### src/rtl/hftc_pkg.sv
// Shared types and constants for the Huffman table codec.
package hftc_pkg;

  localparam int SYM_W    = 8;
  localparam int FREQ_W   = 24;
  localparam int WEIGHT_W = 31;
  localparam int CODE_W   = 63;
  localparam int LEN_W    = 6;
  localparam int STAT_W   = 2;
  localparam int SYM_CNT  = 256;

  localparam logic [1:0] OP_LOAD   = 2'd0;
  localparam logic [1:0] OP_ENCODE = 2'd1;
  localparam logic [1:0] OP_DECODE = 2'd2;

  localparam logic [STAT_W-1:0] ST_OK        = 2'd0;
  localparam logic [STAT_W-1:0] ST_UNKNOWN   = 2'd1;
  localparam logic [STAT_W-1:0] ST_NOT_BUILT = 2'd2;
  localparam logic [STAT_W-1:0] ST_TOO_MANY  = 2'd3;

  typedef enum logic [4:0] {
    S_IDLE, S_ENC1, S_ENC2, S_DEC1, S_DEC2, S_BUILD, S_SCAN_INIT, S_SCAN,
    S_MERGE_NODE, S_MERGE_PA, S_MERGE_PB, S_WALK_INIT, S_WALK_LEAF, S_WALK_P,
    S_WALK_UP, S_FINISH, S_EMIT
  } state_t;

  typedef enum logic [4:0] {
    DP_NOP, DP_ACCEPT, DP_ENC_LOOK, DP_ENC_DONE, DP_DEC_STEP, DP_DEC_DONE,
    DP_BUILD_INIT, DP_SCAN_INIT, DP_SCAN, DP_MERGE_NODE, DP_MERGE_PA, DP_MERGE_PB,
    DP_WALK_INIT, DP_WALK_LEAF, DP_WALK_P, DP_WALK_UP, DP_FINISH
  } dp_op_t;

  typedef struct packed {
    dp_op_t op;
    logic   emit;
  } cmd_t;

  typedef struct packed {
    logic ready;
    logic will_drop;
    logic drop;
    logic enc_present;
    logic dec_hit;
    logic scan_done;
    logic merges_done;
    logic p_zero;
    logic walk_last;
    logic n_zero;
    logic out_free;
  } sts_t;

endpackage

### src/rtl/hftc_ctrl.sv
// Sequencer for load, encode, decode, table build and result transfer.
module hftc_ctrl
  import hftc_pkg::*;
(
  input  logic       clk,
  input  logic       rst_n,
  input  logic       in_valid,
  input  logic [1:0] in_opcode,
  input  logic       in_last,
  output logic       in_stall,
  input  sts_t       sts,
  output cmd_t       cmd
);

  state_t state_r, state_nxt;

  always_ff @(posedge clk) begin
    if (!rst_n) begin
      state_r <= S_IDLE;
    end else begin
      state_r <= state_nxt;
    end
  end

  always_comb begin
    state_nxt = state_r;
    cmd.op    = DP_NOP;
    cmd.emit  = 1'b0;
    in_stall  = 1'b1;
    case (state_r)
      S_IDLE: begin
        in_stall = 1'b0;
        if (in_valid) begin
          cmd.op = DP_ACCEPT;
          case (in_opcode)
            OP_LOAD: begin
              if (in_last) begin
                state_nxt = S_BUILD;
              end else if (sts.will_drop) begin
                state_nxt = S_EMIT;
              end
            end
            OP_ENCODE: state_nxt = sts.ready ? S_ENC1 : S_EMIT;
            OP_DECODE: state_nxt = sts.ready ? S_DEC1 : S_EMIT;
            default:   state_nxt = S_IDLE;
          endcase
        end
      end
      S_ENC1: begin
        cmd.op    = DP_ENC_LOOK;
        state_nxt = sts.enc_present ? S_ENC2 : S_EMIT;
      end
      S_ENC2: begin
        cmd.op    = DP_ENC_DONE;
        state_nxt = S_EMIT;
      end
      S_DEC1: begin
        cmd.op    = DP_DEC_STEP;
        state_nxt = S_DEC2;
      end
      S_DEC2: begin
        cmd.op    = DP_DEC_DONE;
        state_nxt = sts.dec_hit ? S_EMIT : S_IDLE;
      end
      S_BUILD: begin
        cmd.op    = DP_BUILD_INIT;
        state_nxt = sts.n_zero ? S_IDLE : S_SCAN_INIT;
      end
      S_SCAN_INIT: begin
        if (sts.merges_done) begin
          state_nxt = S_WALK_INIT;
        end else begin
          cmd.op    = DP_SCAN_INIT;
          state_nxt = S_SCAN;
        end
      end
      S_SCAN: begin
        cmd.op = DP_SCAN;
        if (sts.scan_done) begin
          state_nxt = S_MERGE_NODE;
        end
      end
      S_MERGE_NODE: begin
        cmd.op    = DP_MERGE_NODE;
        state_nxt = S_MERGE_PA;
      end
      S_MERGE_PA: begin
        cmd.op    = DP_MERGE_PA;
        state_nxt = S_MERGE_PB;
      end
      S_MERGE_PB: begin
        cmd.op    = DP_MERGE_PB;
        state_nxt = S_SCAN_INIT;
      end
      S_WALK_INIT: begin
        cmd.op    = DP_WALK_INIT;
        state_nxt = S_WALK_LEAF;
      end
      S_WALK_LEAF: begin
        cmd.op    = DP_WALK_LEAF;
        state_nxt = S_WALK_P;
      end
      S_WALK_P: begin
        cmd.op = DP_WALK_P;
        if (!sts.p_zero) begin
          state_nxt = S_WALK_UP;
        end else if (sts.walk_last) begin
          state_nxt = S_FINISH;
        end else begin
          state_nxt = S_WALK_LEAF;
        end
      end
      S_WALK_UP: begin
        cmd.op    = DP_WALK_UP;
        state_nxt = S_WALK_P;
      end
      S_FINISH: begin
        cmd.op    = DP_FINISH;
        state_nxt = sts.drop ? S_EMIT : S_IDLE;
      end
      S_EMIT: begin
        // hold the result until the output register can take it
        if (sts.out_free) begin
          cmd.emit  = 1'b1;
          state_nxt = S_IDLE;
        end
      end
      default: state_nxt = S_IDLE;
    endcase
  end

  a_accept_idle: assert property (@(posedge clk) disable iff (!rst_n)
    (in_valid && !in_stall) |=> (state_r != S_IDLE) || (cmd.op != DP_FINISH))
    else $error("finish issued right after a transfer");

  a_emit_state: assert property (@(posedge clk) disable iff (!rst_n)
    cmd.emit |=> (state_r == S_IDLE))
    else $error("emit did not return to idle");

  a_build_path: assert property (@(posedge clk) disable iff (!rst_n)
    (state_r == S_MERGE_PB) |=> (state_r == S_SCAN_INIT))
    else $error("merge sequence broken");

endmodule

### config.mk
export PLATFORM = sky130hd
export DESIGN_NAME = hftc_ctrl
export DESIGN_NICKNAME = d
export VERILOG_FILES = /design/src/rtl/hftc_pkg.sv /design/src/rtl/hftc_ctrl.sv
export SDC_FILE = /design/constraint.sdc
export NUM_CORES = 1
export LEC_CHECK = 0
export CAP_MARGIN = 25
export CELL_PAD_IN_SITES_DETAIL_PLACEMENT = 1
export CELL_PAD_IN_SITES_GLOBAL_PLACEMENT = 2
export CORE_UTILIZATION = 27
export DETAILED_ROUTE_END_ITERATION = 8
export DONT_BUFFER_PORTS = 1
export PLACE_DENSITY_LB_ADDON = 0.12
export REMOVE_ABC_BUFFERS = 1
export SLEW_MARGIN = 20
export SYNTH_ARGS = -nofsm -noshare
export SYNTH_HDL_FRONTEND = slang
export SYNTH_SLANG_ARGS = --single-unit
### constraint.sdc
create_clock -name clk -period 1.5 [get_ports clk]
set_clock_uncertainty 0.1 [all_clocks]
set_input_delay 0.225 -clock clk [delete_from_list [all_inputs] [get_ports clk]]
set_output_delay 0.225 -clock clk [all_outputs]
set_load 0.1 [all_outputs]
Yosys cells after proc, flatten, opt, wreduce, memory -nomap -nowiden
Cells that the tools add are included.

Multiplexer cells: 22. Reductions and logical operators: 4. Eq/ne operators: 22.

Operators by type and width (number): $pmux W5 S16 (2); $mux W5 (10); $eq A5 B4 Y1 const B (8); $eq A5 B3 Y1 const B (4); $pmux W5 S3 (1); $eq A5 B2 Y1 const B (2); $mux W3 (2); $ne A2 B2 Y1 const B (3); $eq A5 B1 Y1 const B (1); $eq A5 B5 Y1 const B (1); $logic_not A5 Y1 (1); $mux W1 (4); $mux W2 (2); $mux W4 (1); $ne A4 B4 Y1 const B (1); $reduce_and A4 Y1 (1); $eq A2 B1 Y1 const B (1); $eq A2 B2 Y1 const B (1); $logic_not A2 Y1 (1); $reduce_or A2 Y1 (1).

Register bits: 5. Output and inout port bits: 7. Logic and storage cells: 49. Bits of input ports: 17.

Depth between registers and ports, before layout
Gate-level depths: netlist of the first run.

Depth after elaboration: 5. Gate-level depth with buffers: 7. Mapped depth without buffers: 5.

Worst setup path before layout of the first run
No wires, ideal clock.

Kind: register to register. Start point: register state_r[4]. End point: register state_r[4]. Setup slack: -1.953 ns. Stages on the path, launching flop included: 6. Data arrival time: 3.260 ns. Setup time: 0.092 ns. Path buffers: 1. Path through: dfxtp_1 > clkbuf_1 > nor3_1 > a22oi_1 > o211a_1 > o32ai_1.

Cells in the longest elaborated chain, start to end: 3. Elaborated cells on any way between the ends: 24. Those cells by class: eq/ne: 20; mux: 1; reduce/logical: 3.

RTL lines: from (decl) (RTL line hftc_ctrl.sv:15) `state_t state_r, state_nxt;`; from (signal assigned) (RTL line hftc_ctrl.sv:21) `state_r <= state_nxt;`; $eq A5 B4 Y1 (tied with other cells) (RTL line hftc_ctrl.sv:30) `case (state_r)`; $reduce_or A2 Y1 (no line) (tied with other cells); $pmux W5 S16 / $reduce_and A4 Y1 (equally long branches).

Several ways; a longest one is shown, not always the timed one. A chain may end at the register's enable or synchronous reset.

==> results of run 1 <==
area by class of cell:
type | count | area share [%]
Sequential cell | 5 | 10.4
Timing Repair Buffer | 36 | 34.0
Inverter | 7 | 2.51
Clock inverter | 1 | 0.437
Multi-Input combinational cell | 70 | 47.8
Tap cell | 27 | 2.95
Clock buffer | 3 | 1.97
power by group:
part           internal (mW)  leakage (nW)  switching [mW]  total, mW
sequential             0.139        0.0444          0.0187      0.158
combinational          0.229         0.389           0.296      0.525
clock                 0.0967        0.0177          0.0607      0.157
worst max-delay path, delay by kind of cell (launching register included):
kind	cells	cell delay, ns
flops	1	0.37
simple gates	1	0.10
buf+inv	2	0.34
compound gates	2	0.31
synthesized netlist by cell type, drive strengths merged, types with 2 or more instances:
library cell  count  area share [%]
a211oi            3             5.8
a21oi             4             3.3
a22o              2             2.9
a31oi             3             3.1
buf               2             3.7
clkbuf            4             2.5
dfxtp             5              17
inv               7             4.3
nand2             8             5.4
nand2b            2             2.1
nand3             3             2.5
nor2             12             7.4
nor2b             2             2.1
nor3              4             4.1
o21ai             8             6.6
o31a              2             2.9
stage by stage:
step           cells  setup WS (ns)  cell area, µm²  hold slack (ns)  power, mW
4_1_cts          148         -0.222            1110           0.0940      0.828
2_1_floorplan     82          -2.07             568            0.243      0.429
3_3_place_gp     138         -0.114             938            0.255      0.617
6_report         149         -0.191            1140           0.0986      0.841
5_1_grt          149         -0.275            1140           0.0857      0.893
3_5_place_dp     138         -0.103             938            0.258      0.619
cell families after synthesis:
family          count (synthesis)  synth area share (%)
buf+inv                        13                  10.5
xor+xnor                        2                  2.89
flops                           5                  16.5
compound gates                 30                  37.4
simple gates                   38                  32.6
repair_timing:
item | in CTS | in global routing
endpoints found under the setup margin | 11 | 11
endpoints found under the hold margin | 1 | 0
resized for setup | 24 | 8
pin swaps | 6 | 3
hold buffers | 1 | 0
setup buffers | 5 | 1
routing by layer:
layer	GRT usage (%)	share of wire (%)	wire length [µm]	up-vias
met3	5.30	3.9	87	0
met4	1.96	0	0	0
met5	0	0	0	-
li1	-	-	-	390
met2	32.6	46	1040	16
met1	26.9	50	1120	351
worst paths after layout:
path / from / to / slack, ns / cells past startpoint
setup / recovery: state_r[1] / cmd[1] / -0.19 / 5
hold reg to reg: state_r[4] / state_r[0] / 0.56 / 2
setup reg to reg: state_r[1] / state_r[3] / -0.10 / 6
hold / removal: rst_n / state_r[0] / 0.1 / 2
==> flow_metrics.tcl, run 1 <==
set metrics [dict create \
    track_usage_pct 20.0 \
    fmax_mhz 591 \
    max-cap-violations 0 \
    grt_max_degree 10 \
    setup_tns_ns -1.18 \
    vias_per_cell 5.08 \
    grt_pass1_vias 750 \
    detail_route.wl_per_cell_um 15.1 \
    overflow 0 \
    hp-class "in -> reg" \
    finalCritPeriodShare_pct 113 \
    fillCellCount 252 \
    design.die.area_um2 2440 \
    utilization_pct 56.1 \
    tightestPinTransition_ns 0.379 \
    ant_nets 0 \
    core.rowCount 16 \
    grt_pass1_wl_um 3650 \
    firstDrtPassIters 4 \
    crit_arrival_ns 1.37 \
    top_register "state_r" \
    wirelength_um 2240 \
    critical_path.endpoint_type "output pin" \
    slew_headroom_pct 74.4 \
    root_buffer "clkbuf_4" \
    post_route_cells_drive_above_1_share_pct 54.9 \
    regArea_um2 119 \
    port_buffers 0 \
    cts_tree "done" \
    netlist_area_um2 606 \
    critPathRequiredTime_ns 1.17 \
    antenna_found_initial 0 \
    vias 757 \
    setup_violations 8 \
    ir_worst_vdd_mv 0.731 \
    setup.worst_path.start_class "register" \
    multi_input_area_um2 547 \
    drc 0 \
    power_density_nw_per_um2 734 \
    slowest_delay_ns 0.37 \
    violations "setup timing" \
    coreArea_um2 2040 \
    ios 24 \
    final_common_cell "buf_4" \
    drtIter0Drc 15 \
    worst_slack_ns -0.191 \
    place_hpwl_um 1750 \
    clockBufferDepth 2 \
    crit_fanout 9 \
    start_util_pct 29.7 \
    ys_ff_latch 5 \
    synth_cell_types 38 \
    final_hold_viol_count 0 \
    critPathSlowestCell "dfxtp_4" \
    status "finished, violations left" \
    clkLatencyLatePin_ns 0.24 \
    htreeDepth 1 \
    synthFlopType "dfxtp_1" \
    path_clk_slew_ns 0.05 \
    synthCells 88 \
    cts_buffers 3 \
    syn2layout_area_growth_pct 89.0 \
    fp.dieW_um 49.4 \
    top_regs "state_r (5)" \
    async_flop_share_pct 0 \
    finalWorstPathRequiredPeriod_ns 1.69 \
    syn_avg_cell_area_um2 6.88 \
    p_leak_nw 0.451 \
    synth-edff-count 0 \
    diodes 0 \
    rsz0062_at_grt "yes" \
    finalMaxSlewViolations 0 \
    cts_num_sinks 5 \
    worstSetupPathType "reg -> out" \
    largest_reg_flops 5 \
    crit_chain "buf_4 -> nor2_1 -> o21ai_1 -> a22o_1 -> buf_12" \
    die_h_um 49.4 \
    nets 140 \
    gp_congestion 0.834 \
    layout_common_cells "buf_4 (24), nor2_1 (10), buf_12 (7)" \
    ys_seq_area_share_pct 16.5 \
    synth_warnings 0 \
]
Power figures use the tool's default switching activity.
==> run 2: changes to the inputs <==
--- a/config.mk
+++ b/config.mk
@@ -8,7 +8,8 @@
 export CAP_MARGIN = 25
 export CELL_PAD_IN_SITES_DETAIL_PLACEMENT = 1
 export CELL_PAD_IN_SITES_GLOBAL_PLACEMENT = 2
-export CORE_UTILIZATION = 27
+export CORE_UTILIZATION = 24
+export CTS_BUF_LIST = sky130_fd_sc_hd__clkbuf_4 sky130_fd_sc_hd__clkbuf_8 sky130_fd_sc_hd__clkbuf_16
 export DETAILED_ROUTE_END_ITERATION = 8
 export DONT_BUFFER_PORTS = 1
 export PLACE_DENSITY_LB_ADDON = 0.12
==> flow_metrics.tcl, run 2 (synthesis gave the netlist of run 1 again) <==
set metrics [dict create \
    vias_per_cell 5.29 \
    top_regs "state_r (5)" \
    firstDrtPassIters 4 \
    gp_congestion 0.877 \
    drc 0 \
    power_density_nw_per_um2 765 \
    worstSetupPathType "reg -> out" \
    swShare_pct 43.3 \
    detail_route.wl_per_cell_um 17.5 \
    rsz0062_at_grt "yes" \
    dp_slack_ns -0.228 \
    cts_buffers 3 \
    cts_tree "done" \
    design.die.area_um2 2730 \
    critPathRequiredTime_ns 1.17 \
    switchingPower_mw 0.387 \
    grt_max_degree 10 \
    hold_ws_ns 0.112 \
    hp-start "rst_n" \
    drtIter0Drc 5 \
    crit_fanout 7 \
    ios 24 \
    hp-class "in -> reg" \
    final_common_cell "buf_4" \
    fp.dieW_um 52.2 \
    regArea_um2 115 \
    clkPwrFrac_pct 19.9 \
    syn2layout_area_growth_pct 93.0 \
    ant_nets 0 \
    worst_slack_ns -0.233 \
    tightestPinTransition_ns 0.291 \
    p_int_mw 0.507 \
    htreeDepth 1 \
    clkLatencyLatePin_ns 0.25 \
    grt_pass1_vias 829 \
    diodes 0 \
    crit_arrival_ns 1.41 \
    root_buffer "clkbuf_4" \
    nets 144 \
    multi_input_area_um2 538 \
    fmax_mhz 577 \
    violations "setup timing" \
    max-cap-violations 0 \
    antenna_found_initial 0 \
    coreArea_um2 2300 \
    grt_pass1_wl_um 4180 \
    core.rowCount 17 \
    place_hpwl_um 2010 \
    port_buffers 0 \
    r2r_start "state_r[4]" \
    overflow 0 \
    pwr-share-seq_pct 17.5 \
    p_leak_nw 0.463 \
    post_route_cells_drive_above_1_share_pct 57.1 \
    critical_path.endpoint_type "output pin" \
    clockBufferDepth 2 \
    vias 814 \
    wirelength_um 2700 \
    finalMaxSlewViolations 0 \
    track_usage_pct 21.9 \
    combPwrFrac_pct 62.5 \
    setup_tns_ns -1.72 \
    die_h_um 52.2 \
    start_util_pct 26.4 \
    crit_path_start "state_r[0]" \
    finalWorstPathRequiredPeriod_ns 1.73 \
    status "finished, violations left" \
    top_register "state_r" \
    cts_num_sinks 5 \
    slew_headroom_pct 80.3 \
    path_clk_slew_ns 0.04 \
    fillCellCount 275 \
    finalCritPeriodShare_pct 116 \
    final_hold_viol_count 0 \
    setup.worst_path.start_class "register" \
    largest_reg_flops 5 \
    setup_violations 11 \
    layout_common_cells "buf_4 (25), nor2_1 (7), buf_6 (7)" \
    ir_worst_vdd_mv 0.438 \
]
==> run 2: critical path, cell delays in order, from the launching register on <==
cell and delay, ns:
dfxtp_4 0.37, nor3_4 0.20, buf_4 0.13, nand3b_1 0.11, nor2_2 0.15, buf_12 0.19
==> run 2: final timing paths <==
kind	end	slack, ns	cells after the start
worst max-delay path	cmd[0]	-0.23	5
worst min-delay path	state_r[0]	0.11	2
worst max register to register	state_r[3]	-0.18	6
worst min register to register	state_r[3]	0.53	2
==> run 2: per-layer routing <==
metal | share of wire [%] | GRT usage (%) | vias to the layer above
met2 | 54 | 38.9 | 13
met1 | 43 | 25.7 | 401
met5 | 0 | 0 | -
met3 | 1.7 | 2.90 | 4
li1 | - | - | 396
met4 | 0.93 | 10.5 | 0
==> run 2: timing repair <==
item	4_1_cts	5_1_grt
endpoints found under the setup margin	12	12
hold buffers	1	0
gates resized for setup	22	11
pin swaps	9	2
setup buffers	6	1
endpoints found under the hold margin	1	0
==> run 2: final cells by class <==
type	count	share of cell area, %
Clock buffer	4	2.57
Inverter	7	2.46
Multi-Input combinational cell	70	46.0
Sequential cell	5	9.85
Tap cell	28	3.00
Timing Repair Buffer	40	36.1
==> run 2: through the flow <==
step	cells	util, %	cell area (µm²)	total power [mW]
global placement	142	41.9	962	0.619
global route	154	50.9	1170	0.935
CTS	153	48.7	1120	0.863
floorplan	82	-	568	0.429
detailed placement	142	41.9	962	0.622
finish	154	50.9	1170	0.895
==> run 2: power by group through the flow <==
stage	combinational [mW]	clock (mW)	sequential (mW)
finish	0.559	0.178	0.157
global route	0.586	0.191	0.158
CTS	0.526	0.182	0.155
detailed placement	0.463	0	0.159
global placement	0.460	0	0.158
floorplan	0.260	0	0.169
==> run 3: changes to the inputs <==
--- a/config.mk
+++ b/config.mk
@@ -9,10 +9,9 @@
 export CELL_PAD_IN_SITES_DETAIL_PLACEMENT = 1
 export CELL_PAD_IN_SITES_GLOBAL_PLACEMENT = 2
 export CORE_UTILIZATION = 24
-export CTS_BUF_LIST = sky130_fd_sc_hd__clkbuf_4 sky130_fd_sc_hd__clkbuf_8 sky130_fd_sc_hd__clkbuf_16
 export DETAILED_ROUTE_END_ITERATION = 8
 export DONT_BUFFER_PORTS = 1
-export PLACE_DENSITY_LB_ADDON = 0.12
+export PLACE_DENSITY_LB_ADDON = 0.15
 export REMOVE_ABC_BUFFERS = 1
 export SLEW_MARGIN = 20
 export SYNTH_ARGS = -nofsm -noshare
==> flow_metrics.tcl, run 3 (synthesis gave the netlist of run 1 again) <==
set metrics [dict create \
    clockBufferDepth 2 \
    crit_arrival_ns 1.38 \
    status "finished, violations left" \
    met2_length_um 1190 \
    total_power_mw 0.830 \
    critPathSlowestCell "dfxtp_4" \
    critPathRequiredTime_ns 1.17 \
    swShare_pct 45.9 \
    largest_reg_flops 5 \
    hp-class "in -> reg" \
    vias 771 \
    critical_path.endpoint_type "output pin" \
    nets 136 \
    combPwrFrac_pct 61.2 \
    violations "setup timing" \
    grt_max_degree 10 \
    power_density_nw_per_um2 769 \
    top_regs "state_r (5)" \
    wirelength_um 2390 \
    grt_pass1_vias 803 \
    layout_common_cells "buf_4 (20), nor2_1 (9), nand2_1 (6), buf_12 (6), inv_1 (5)" \
    start_util_pct 26.4 \
    overflow 0 \
    cts_num_sinks 5 \
    vias_per_cell 5.28 \
    crit_fanout 9 \
    gp_congestion 0.877 \
    coreArea_um2 2300 \
    path_clk_slew_ns 0.05 \
    reg2reg_slack_ns -0.12 \
    grt_pass1_wl_um 3710 \
    ios 24 \
    top_register "state_r" \
    cts_buffers 3 \
    diodes 0 \
    final_common_cell "buf_4" \
    cts_tree "done" \
    syn2layout_area_growth_pct 78.1 \
    design.die.area_um2 2730 \
    fmax_mhz 586 \
    finalMaxSlewViolations 0 \
    track_usage_pct 18.2 \
    core.rowCount 17 \
    routed-wl-met3_um 159 \
    antenna_found_initial 0 \
    max-cap-violations 0 \
    slew_headroom_pct 76.7 \
    setup_violations 8 \
    p_int_mw 0.449 \
    firstDrtPassIters 4 \
    clkLatencyLatePin_ns 0.25 \
    pwr-share-seq_pct 19.1 \
    place_hpwl_um 1860 \
    fillCellCount 285 \
    finalCritPeriodShare_pct 114 \
    met1Wirelength_um 1030 \
    clkPwrFrac_pct 19.7 \
    die_h_um 52.2 \
    tightestPinTransition_ns 0.346 \
    crit_chain "nand2_2 -> buf_4 -> a211oi_4 -> buf_12" \
    final_hold_viol_count 0 \
    ir_worst_vdd_mv 0.587 \
    root_buffer "clkbuf_4" \
    rsz0062_at_grt "yes" \
    p_leak_nw 0.416 \
    drtIter0Drc 8 \
    routed.top_layer "met4" \
    port_buffers 0 \
    setup.worst_path.start_class "register" \
    setup_tns_ns -1.15 \
    fp.dieW_um 52.2 \
    worst_slack_ns -0.207 \
    drc 0 \
    detail_route.wl_per_cell_um 16.4 \
    ant_nets 0 \
    htreeDepth 1 \
    finalWorstPathRequiredPeriod_ns 1.71 \
    worstSetupPathType "reg -> out" \
    switchingPower_mw 0.381 \
    slowest_delay_ns 0.40 \
    post_route_cells_drive_above_1_share_pct 50.8 \
]
## run 3: changes by cell type in the layout (fill, tap and decap cells not counted), sizes merged
cell  previous run  this run
buf             38        30
## run 3: what timing repair did
action	in CTS	in global routing
resized for setup	17	11
hold buffers	0	1
buffers inserted	2	1
setup endpoints to repair	12	12
hold endpoints to repair	0	1
pin swaps	4	6
## run 3: through the flow
stage	utilization, %	std cells	hold WS (ns)	setup slack, ns	area [µm²]
floorplan	-	82	0.243	-2.07	568
global placement	40.6	138	0.264	-0.236	932
detailed placement	40.6	138	0.274	-0.240	932
CTS	44.4	144	0.00937	-0.228	1020
global route	46.9	146	0.138	-0.277	1080
finish	46.9	146	0.132	-0.207	1080
## run 3: area by class of cell
cell class / instances / area (µm²) / share of cell area, %
clock buffer: 4 / 26.3 / 2.44
sequential: 5 / 116 / 10.8
timing repair buffer: 32 / 350 / 32.5
inverter: 7 / 28.8 / 2.67
tap: 28 / 35.0 / 3.25
multi-input combinational: 70 / 522 / 48.4
## run 3: final timing paths
path              startpoint         end  cells past startpoint
setup reg to reg  state_r[1]  state_r[3]                      6
hold / removal        sts[5]  state_r[0]                      2
setup / recovery  state_r[1]      cmd[3]                      4
hold reg to reg   state_r[1]  state_r[3]                      2
## run 3: per-layer routing
metal,track usage [%],vias up
li1,-,380
met1,23.5,360
met4,1.75,0
met3,6.09,4
met2,30.1,27
met5,0,-
## run 3: critical path, delay by kind of cell, from the launching register on
kind / cells / cell delay, ns
compound gates: 1 / 0.26
buf+inv: 2 / 0.36
flops: 1 / 0.40
simple gates: 1 / 0.10
## run 3: power by group through the flow
stage | Clock [mW] | Combinational (mW) | Sequential (mW)
3_5_place_dp | 0 | 0.459 | 0.159
5_1_grt | 0.174 | 0.529 | 0.160
4_1_cts | 0.168 | 0.487 | 0.160
2_1_floorplan | 0 | 0.260 | 0.169
3_3_place_gp | 0 | 0.456 | 0.159
6_report | 0.163 | 0.507 | 0.159
